--- src/rtl/fifo_queue_with_count_queries_top_assert.svh ---
// ---------------------------------------------------------------------------
// Assertion macros used by the queue sequencer (fqcq_ctrl).
// Each macro samples on i_clk and is disabled while i_rst_n is low.
// ---------------------------------------------------------------------------
`ifndef FIFO_QUEUE_WITH_COUNT_QUERIES_TOP_ASSERT_SVH
`define FIFO_QUEUE_WITH_COUNT_QUERIES_TOP_ASSERT_SVH

// Consequent checked in the same cycle as the antecedent.
`define FQCQ_ASSERT_NOW(label, ante, cons, msg) \
    label: assert property (@(posedge i_clk) disable iff (!i_rst_n) (ante) |-> (cons)) \
        else $error(msg);

// Consequent checked in the cycle after the antecedent.
`define FQCQ_ASSERT_NEXT(label, ante, cons, msg) \
    label: assert property (@(posedge i_clk) disable iff (!i_rst_n) (ante) |=> (cons)) \
        else $error(msg);

`endif

--- src/rtl/fqcq_pkg.sv ---
// ---------------------------------------------------------------------------
// fqcq_pkg
// Types, constants and pointer helpers for the queue with count queries.
// ---------------------------------------------------------------------------
package fqcq_pkg;

    localparam int DEPTH   = 16;
    localparam int WORD_W  = 32;
    localparam int PTR_W   = (DEPTH > 1) ? $clog2(DEPTH) : 1;
    localparam int CNT_W   = $clog2(DEPTH + 1);
    localparam int FIELD_W = 5;

    localparam logic [PTR_W-1:0] PTR_LAST = PTR_W'(DEPTH - 1);
    localparam logic [CNT_W-1:0] FILL_MAX = CNT_W'(DEPTH);

    typedef enum logic [1:0] {
        REQ_PUSH    = 2'd0,
        REQ_POP     = 2'd1,
        REQ_COUNT   = 2'd2,
        REQ_REVERSE = 2'd3
    } t_req_kind;

    typedef enum logic [1:0] {
        ST_OK    = 2'd0,
        ST_EMPTY = 2'd1,
        ST_FULL  = 2'd2
    } t_status;

    typedef struct packed {
        logic [1:0]               req_type;
        logic signed [WORD_W-1:0] value;
    } t_req;

    typedef struct packed {
        logic signed [WORD_W-1:0] data_out;
        logic [FIELD_W-1:0]       match_count;
        logic [FIELD_W-1:0]       even_count;
        logic [FIELD_W-1:0]       occupancy;
        logic [1:0]               status;
    } t_rsp;

    // One access request to the word store.
    typedef struct packed {
        logic              we;
        logic [PTR_W-1:0]  waddr;
        logic [WORD_W-1:0] wdata;
        logic              re;
        logic [PTR_W-1:0]  raddr;
    } t_mem_req;

    function automatic logic [PTR_W-1:0] ptr_inc(input logic [PTR_W-1:0] p);
        return (p == PTR_LAST) ? '0 : p + 1'b1;
    endfunction

    function automatic logic [PTR_W-1:0] ptr_dec(input logic [PTR_W-1:0] p);
        return (p == '0) ? PTR_LAST : p - 1'b1;
    endfunction

endpackage

--- src/rtl/fqcq_store.sv ---
// ---------------------------------------------------------------------------
// fqcq_store
// Ring store of queue words: one write port, one read port, registered read.
// ---------------------------------------------------------------------------
module fqcq_store (
    input  logic                          i_clk,
    input  fqcq_pkg::t_mem_req            i_mem,
    output logic [fqcq_pkg::WORD_W-1:0]   o_rdata
);
    import fqcq_pkg::*;

    logic [WORD_W-1:0] r_mem [DEPTH];
    logic [WORD_W-1:0] r_rdata;

    always_ff @(posedge i_clk) begin
        if (i_mem.we) begin
            r_mem[i_mem.waddr] <= i_mem.wdata;
        end
    end

    always_ff @(posedge i_clk) begin
        if (i_mem.re) begin
            r_rdata <= r_mem[i_mem.raddr];
        end
    end

    assign o_rdata = r_rdata;

endmodule

--- src/rtl/fqcq_ctrl.sv ---
// ---------------------------------------------------------------------------
// fqcq_ctrl
// Request sequencer: keeps the ring pointers and tallies, drives the store
// and walks the occupied span for count queries.
// ---------------------------------------------------------------------------
module fqcq_ctrl (
    input  logic                          i_clk,
    input  logic                          i_rst_n,
    input  logic                          i_req_valid,
    input  fqcq_pkg::t_req                i_req,
    output logic                          o_idle,
    output fqcq_pkg::t_mem_req            o_mem,
    input  logic [fqcq_pkg::WORD_W-1:0]   i_rdata,
    output logic                          o_res_valid,
    output fqcq_pkg::t_rsp                o_res,
    input  logic                          i_res_take
);
    import fqcq_pkg::*;

    `include "fifo_queue_with_count_queries_top_assert.svh"

    typedef enum logic [3:0] {
        S_IDLE = 4'b0001,
        S_POP  = 4'b0010,
        S_CNT  = 4'b0100,
        S_DONE = 4'b1000
    } t_state;

    t_state                   r_state, n_state;
    logic [PTR_W-1:0]         r_front, n_front;
    logic [PTR_W-1:0]         r_back, n_back;
    logic [CNT_W-1:0]         r_fill, n_fill;
    logic [CNT_W-1:0]         r_even, n_even;
    logic                     r_rev, n_rev;
    logic signed [WORD_W-1:0] r_thr, n_thr;
    logic [PTR_W-1:0]         r_walk, n_walk;
    logic [CNT_W-1:0]         r_left, n_left;
    logic [CNT_W-1:0]         r_match, n_match;
    t_rsp                     r_res, n_res;
    logic                     w_hit;
    logic [CNT_W-1:0]         w_match;
    logic                     w_acc;
    logic                     w_push_go;
    logic                     w_rev_go;
    logic                     w_done_take;

    assign w_acc   = (r_state == S_IDLE) && i_req_valid;
    assign w_hit   = $signed(i_rdata) > r_thr;
    assign w_match = r_match + CNT_W'(w_hit);

    always_comb begin
        n_state = r_state;
        n_front = r_front;
        n_back  = r_back;
        n_fill  = r_fill;
        n_even  = r_even;
        n_rev   = r_rev;
        n_thr   = r_thr;
        n_walk  = r_walk;
        n_left  = r_left;
        n_match = r_match;
        n_res   = r_res;
        o_mem   = '0;

        unique case (r_state)
            S_IDLE: begin
                if (i_req_valid) begin
                    n_res = '0;
                    unique case (i_req.req_type)
                        REQ_PUSH: begin
                            if (r_fill == FILL_MAX) begin
                                n_res.status = ST_FULL;
                            end else begin
                                o_mem.we    = 1'b1;
                                o_mem.wdata = i_req.value;
                                if (r_rev) begin
                                    n_front     = ptr_dec(r_front);
                                    o_mem.waddr = ptr_dec(r_front);
                                end else begin
                                    o_mem.waddr = r_back;
                                    n_back      = ptr_inc(r_back);
                                end
                                n_fill = r_fill + 1'b1;
                                if (!i_req.value[0]) begin
                                    n_even = r_even + 1'b1;
                                end
                            end
                            n_state = S_DONE;
                        end
                        REQ_POP: begin
                            if (r_fill == '0) begin
                                n_res.status = ST_EMPTY;
                                n_state      = S_DONE;
                            end else begin
                                o_mem.re = 1'b1;
                                if (r_rev) begin
                                    n_back      = ptr_dec(r_back);
                                    o_mem.raddr = ptr_dec(r_back);
                                end else begin
                                    o_mem.raddr = r_front;
                                    n_front     = ptr_inc(r_front);
                                end
                                n_fill  = r_fill - 1'b1;
                                n_state = S_POP;
                            end
                        end
                        REQ_COUNT: begin
                            n_thr = i_req.value;
                            if (r_fill == '0) begin
                                n_state = S_DONE;
                            end else begin
                                o_mem.re    = 1'b1;
                                o_mem.raddr = r_front;
                                n_walk      = ptr_inc(r_front);
                                n_left      = r_fill;
                                n_match     = '0;
                                n_state     = S_CNT;
                            end
                        end
                        REQ_REVERSE: begin
                            n_rev   = ~r_rev;
                            n_state = S_DONE;
                        end
                    endcase
                    n_res.even_count = FIELD_W'(n_even);
                    n_res.occupancy  = FIELD_W'(n_fill);
                end
            end
            S_POP: begin
                n_res.data_out = $signed(i_rdata);
                if (!i_rdata[0] && (r_even != '0)) begin
                    n_even = r_even - 1'b1;
                end
                n_res.even_count = FIELD_W'(n_even);
                n_state          = S_DONE;
            end
            S_CNT: begin
                n_match = w_match;
                n_left  = r_left - 1'b1;
                if (r_left == CNT_W'(1)) begin
                    n_res.match_count = FIELD_W'(w_match);
                    n_state           = S_DONE;
                end else begin
                    o_mem.re    = 1'b1;
                    o_mem.raddr = r_walk;
                    n_walk      = ptr_inc(r_walk);
                end
            end
            S_DONE: begin
                if (i_res_take) begin
                    n_state = S_IDLE;
                end
            end
            default: begin
                n_state = S_IDLE;
            end
        endcase
    end

    always_ff @(posedge i_clk) begin
        if (!i_rst_n) begin
            r_state <= S_IDLE;
            r_front <= '0;
            r_back  <= '0;
            r_fill  <= '0;
            r_even  <= '0;
            r_rev   <= 1'b0;
        end else begin
            r_state <= n_state;
            r_front <= n_front;
            r_back  <= n_back;
            r_fill  <= n_fill;
            r_even  <= n_even;
            r_rev   <= n_rev;
        end
    end

    always_ff @(posedge i_clk) begin
        r_thr   <= n_thr;
        r_walk  <= n_walk;
        r_left  <= n_left;
        r_match <= n_match;
        r_res   <= n_res;
    end

    assign o_idle      = (r_state == S_IDLE);
    assign o_res_valid = (r_state == S_DONE);
    assign o_res       = r_res;

    assign w_push_go   = w_acc && (i_req.req_type == REQ_PUSH) && (r_fill != FILL_MAX);
    assign w_rev_go    = w_acc && (i_req.req_type == REQ_REVERSE);
    assign w_done_take = (r_state == S_DONE) && i_res_take;

    // A pop lowers the fill level before the parity of the popped
    // word is known, so the even tally may briefly lead it while in S_POP.
    `FQCQ_ASSERT_NOW(a_even_le_fill, r_state != S_POP, r_even <= r_fill, "even tally above fill")
    `FQCQ_ASSERT_NOW(a_walk_left, r_state == S_CNT, r_left != '0, "count walk with nothing left")
    `FQCQ_ASSERT_NEXT(a_push_fill, w_push_go, r_fill == $past(r_fill) + 1'b1, "push did not grow")
    `FQCQ_ASSERT_NEXT(a_rev_toggle, w_rev_go, r_rev != $past(r_rev), "reverse did not flip")
    `FQCQ_ASSERT_NEXT(a_done_leave, w_done_take, r_state == S_IDLE, "sequencer not idle")

endmodule

--- src/rtl/fifo_queue_with_count_queries_top.sv ---
// ---------------------------------------------------------------------------
// fifo_queue_with_count_queries_top
// Bounded queue of signed words with push, pop, count-greater and reverse.
// ---------------------------------------------------------------------------
// Usage: a request beat (req_type, value) enters on i_in_valid and is taken
// at a clock edge where o_in_stall is low. Every request yields exactly one
// result beat on o_out_valid, held stable until an edge where i_out_stall is
// low. Results come out in request order.
// Sequence: push, reverse and any refused request pass through S_IDLE and
// S_DONE of the sequencer; pop also passes through S_POP, because the popped
// word comes from the store's registered read. A count query on a non-empty
// queue passes through S_CNT: the single read port of the word store is
// walked over the occupied span one word a cycle.
// The result moves into the output register as the sequencer leaves S_DONE.
// A finished result sits in the output register, so the next request is taken
// while the receiver still holds off the previous result; only when a second
// result is ready and the output register is still occupied does the sequencer
// wait, and then o_in_stall stays high.
// Reset (synchronous, active low) empties the queue, clears the tallies and
// restores normal order; the store contents are not cleared.
// ---------------------------------------------------------------------------
module fifo_queue_with_count_queries_top (
    input  logic              i_clk,
    input  logic              i_rst_n,
    input  logic              i_in_valid,
    output logic              o_in_stall,
    input  fqcq_pkg::t_req    i_in_req,
    output logic              o_out_valid,
    input  logic              i_out_stall,
    output fqcq_pkg::t_rsp    o_out_rsp
);
    import fqcq_pkg::*;

    t_mem_req          w_mem;
    logic [WORD_W-1:0] w_rdata;
    logic              w_idle;
    logic              w_res_valid;
    t_rsp              w_res;
    logic              w_slot_free;
    logic              r_out_valid;
    t_rsp              r_out_rsp;

    fqcq_store u_store (
        .i_clk   (i_clk),
        .i_mem   (w_mem),
        .o_rdata (w_rdata)
    );

    fqcq_ctrl u_ctrl (
        .i_clk       (i_clk),
        .i_rst_n     (i_rst_n),
        .i_req_valid (i_in_valid),
        .i_req       (i_in_req),
        .o_idle      (w_idle),
        .o_mem       (w_mem),
        .i_rdata     (w_rdata),
        .o_res_valid (w_res_valid),
        .o_res       (w_res),
        .i_res_take  (w_slot_free)
    );

    // The output register can take a new beat when it is empty or its
    // current beat leaves at this edge.
    assign w_slot_free = !r_out_valid || !i_out_stall;

    always_ff @(posedge i_clk) begin
        if (!i_rst_n) begin
            r_out_valid <= 1'b0;
        end else if (w_slot_free) begin
            r_out_valid <= w_res_valid;
        end
    end

    always_ff @(posedge i_clk) begin
        if (w_slot_free && w_res_valid) begin
            r_out_rsp <= w_res;
        end
    end

    assign o_in_stall  = !w_idle;
    assign o_out_valid = r_out_valid;
    assign o_out_rsp   = r_out_rsp;

endmodule
--- config.mk ---
export PLATFORM = sky130hd
export DESIGN_NAME = fifo_queue_with_count_queries_top
export DESIGN_NICKNAME = d
export VERILOG_FILES = /design/src/rtl/fqcq_pkg.sv /design/src/rtl/fqcq_store.sv /design/src/rtl/fqcq_ctrl.sv /design/src/rtl/fifo_queue_with_count_queries_top.sv
export VERILOG_INCLUDE_DIRS = /design/src /design/src/rtl
export SDC_FILE = /design/constraint.sdc
export NUM_CORES = 1
export LEC_CHECK = 0
export BUFFER_PORTS_ARGS = -buffer_cell sky130_fd_sc_hd__buf_2
export CAP_MARGIN = 10
export CELL_PAD_IN_SITES_DETAIL_PLACEMENT = 1
export CELL_PAD_IN_SITES_GLOBAL_PLACEMENT = 1
export CORE_MARGIN = 1.5
export CORE_UTILIZATION = 57
export DETAILED_ROUTE_END_ITERATION = 8
export PLACE_DENSITY_LB_ADDON = 0.1
export SLEW_MARGIN = 20
export SYNTH_ARGS = -nofsm -noshare
export SYNTH_HDL_FRONTEND = slang
export SYNTH_SLANG_ARGS = --single-unit
--- constraint.sdc ---
create_clock -name i_clk -period 9.6 [get_ports i_clk]
set_input_delay 0.48 -clock i_clk [delete_from_list [all_inputs] [get_ports i_clk]]
set_output_delay 0.48 -clock i_clk [all_outputs]
set_load 0.02 [all_outputs]
==> qor.csv <==
stage,metric,value,unit
outcome,outcome,finished clean,
logic_synthesis,Syn Std Cell Area,29000,um2
route,antenna violation net count after detailed routing,0,
finish,area delta synth->final,12.2,%
worst_setup_path,critical path depth in cells,10,
placed_design,Port Buf Inserts,88,
route,vias per cell,6.62,
die,Die Wd,228,um
route,final WL,81100,um
logic_synthesis,synth cell count leaders,"edfxtp_1 (688), and3_1 (138), a211oi_1 (133), nand2_1 (118), a21oi_1 (99)",
power,leakage power,11.1,nW
worst_hold_path,worst min path class,input port to flip-flop,
clocking,Num CTS Buffers,74,
route,# DRC,0,
grt,vias in the first global route,19200,
die,chip height,228,um
worst_setup_path,Worst Path Arrival,5.13,ns
worst_setup_path,Worst Setup EP,u_store.o_rdata[29],
worst_setup_path,worst path cell trace,"inv_1, ha_1, or4b_1, nand4_2, a21o_2, nand2_8, buf_4, a2111oi_0, o41ai_1, o31a_1",
timing,Fmax,0.209,GHz
worst_setup_path,crit path max fanout,94,
grt,global-route wire length before repair,121000,um
timing,Rel. slew slack,0.198,
grt,largest net degree at the start of global routing,95,
logic_synthesis,syn nets,2041,
clocking,cts hold-fix bufs,0,
timing,final setup skew,0.0242,ns
logic_synthesis,post-synth top area cell,edfxtp_1,
logic_synthesis,most frequent cell after synthesis,edfxtp_1,
logic_synthesis,Post-synth EDFFs,688,
logic_synthesis,Synth area leaders,"edfxtp_1 (71%), a211oi_1 (3.4%), and3_1 (3.0%)",
worst_setup_path,RR Startpoint,u_ctrl.r_fill[0],
clocking,Worst-path clk slew,0.06,ns
grt,initial antenna violation count,2,
logic_synthesis,Seq cells post-synth,712,
finish,nets,2117,
clocking,root buffer cell,clkbuf_16,
power,power per cell area,196,nW/um2
die,num ports,89,
power,worst vdd ir,173,uV
clocking,clock latency on the worst-skew pair,0.61,ns
logic_synthesis,Synth async-reset ratio,0,
route,WL per Instance,29.4,um
die,full die area,52200,um2
logic_synthesis,post-synthesis sequential area ratio,0.730,
logic_synthesis,synthesized instance count,1953,
clocking,post-CTS setup buffer count,0,
placed_design,DP HPWL,44500,um
clocking,post-cts sizing count,0,
timing,final hold slack,0.0566,ns
die,core area,50200,um2
logic_synthesis,syn avg cell area,14.8,um2
logic_synthesis,area share of the largest cell type after synthesis,0.714,
route,Pre-antenna DRT Iters,6,
worst_setup_path,RR Endpoint,u_store.o_rdata[29],
timing,crit share post-route,0.499,
worst_setup_path,Critical Path RT,9.95,ns
timing,max-slew violations,0,
clocking,H-Tree Depth,3,
logic_synthesis,count of cell types in the netlist,70,
finish,share of cells above drive strength 1,0.130,
route,vias,18300,
route,DRT iter0 DRCs,1959,
finish,utilization after layout,0.647,
worst_setup_path,CP startpoint kind,flip-flop,
timing,final hold viol count,0,
worst_setup_path,crit path from,u_ctrl.r_fill[0],
timing,RSZ-0062 raised after global routing,false,
clocking,clock tree sinks,712,
timing,minimum clock period,4.79,ns
worst_setup_path,R2R Setup Slk,4.81,ns
worst_setup_path,Worst path max stage delay,0.65,ns
worst_setup_path,CP endpoint kind,flip-flop,
worst_setup_path,critical path's slowest cell,a2111oi_0,
grt,gr usage total,0.313,
clocking,maximum root-to-sink buffer count,3,
worst_setup_path,crit-path leading delay family,compound AO/OA/AOI/OAI gates,
logic_synthesis,total number of yosys warnings,0,
die,Initial Util,0.577,
grt,total global routing overflow,0,
worst_setup_path,worst r2r path cells,10,
placed_design,routability cong.,0.832,
job,maximum capacitance violations,0,
timing,setup violators final,0,
clocking,CTS tree,yes,
logic_synthesis,ys flop type,edfxtp_1,
worst_setup_path,CP Class,flip-flop to flip-flop,
timing,final setup TNS,0,ns
worst_setup_path,worst path bufs/invs,2,
timing,worst slew pin tran,1.20,ns
finish,# fillers,4509,
die,# rows,82,
[final cells by class]
cell class | count | area [um2] | share of cell area
clock buffer | 98 | 1990 | 0.0614
sequential | 712 | 21100 | 0.651
inverter | 55 | 206 | 0.00636
tap | 672 | 841 | 0.0259
timing repair buffer | 127 | 733 | 0.0226
multi-input combinational | 1059 | 7320 | 0.226
antenna | 2 | 5.00 | 0.000154
clock inverter | 30 | 236 | 0.00728
[layout by cell type (no fill, tap or decap), types with 12 or more instances in the layout]
cell,n
a21o_1,20
nand3_1,14
and3_1,137
clkbuf_1,21
clkinv_1,12
edfxtp_1,688
dfxtp_1,24
ha_1,50
nor2_4,17
a21oi_1,97
nand2_1,116
a211oi_1,132
inv_1,52
a221oi_1,58
and2_1,40
buf_4,39
buf_2,88
nor2_1,50
a22o_1,31
o21ai_0,92
mux2i_1,64
clkbuf_16,76
[cell families after synthesis]
logic type / Yosys count / share of synthesized area
AOI/OAI and AO/OA: 497 / 0.116
muxes: 66 / 0.0233
DFF: 712 / 0.730
xor gates and xnor gates: 18 / 0.00545
buffers and inverters: 182 / 0.0249
adders and majority gates: 50 / 0.0216
and+or+nand+nor: 428 / 0.0782
[worst min path at each step]
stage | to | startpoint | slack [ns] | cells past startpoint
after global routing | u_ctrl.r_thr[13] | i_in_req[13] | 0.04 | 1
after detailed placement | o_out_rsp[26] | u_ctrl.o_res[26] | 0.41 | 0
after CTS | u_ctrl.r_thr[14] | i_in_req[14] | 0.04 | 1
final | u_ctrl.r_thr[14] | i_in_req[14] | 0.06 | 1
after global placement | o_out_rsp[24] | u_ctrl.o_res[24] | 0.40 | 0
after floorplan | o_out_rsp[0] | u_ctrl.o_res[0] | 0.40 | 0
[per-layer routing]
| layer | up-vias | track usage | part of all wire |
|---|---|---|---|
| li1 | 7793 | - | - |
| met1 | 9367 | 0.405 | 0.39 |
| met2 | 872 | 0.530 | 0.50 |
| met3 | 218 | 0.0516 | 0.070 |
| met4 | 0 | 0.129 | 0.040 |
| met5 | - | 0 | 0 |
[flip-flops by register name (all words and copies together), names as in the netlist]
| signal | cells |
|---|---|
| u_store.o_rdata | 32 |
| u_ctrl.r_thr | 32 |
| u_ctrl.r_rev | 1 |
| u_store.r_mem | 512 |
| u_ctrl.o_res | 49 |
| u_ctrl.r_left | 5 |
| o_out_valid | 1 |
| u_ctrl.r_state | 4 |
| u_ctrl.r_front | 4 |
| u_ctrl.r_match | 5 |
| o_out_rsp | 49 |
| u_ctrl.r_even | 5 |
| u_ctrl.r_fill | 5 |
| u_ctrl.r_back | 4 |
| u_ctrl.r_walk | 4 |
[through the flow]
stage	std cells	area (um2)	worst slack [ns]	power, mW
floorplan	1953	29000	5.20	3.64
global placement	2625	30200	4.98	3.71
detailed placement	2625	30200	4.65	3.73
CTS	2753	32500	4.58	6.38
global route	2754	32500	4.54	6.50
finish	2755	32500	4.81	6.35
[power breakdown]
group,total [mW],internal [mW],switching [mW]
Clock,2.69,1.54,1.15
Combinational,0.201,0.0563,0.145
Sequential,3.46,3.44,0.0222
Total,6.35,5.04,1.32
(Power assumes the default switching activity.)
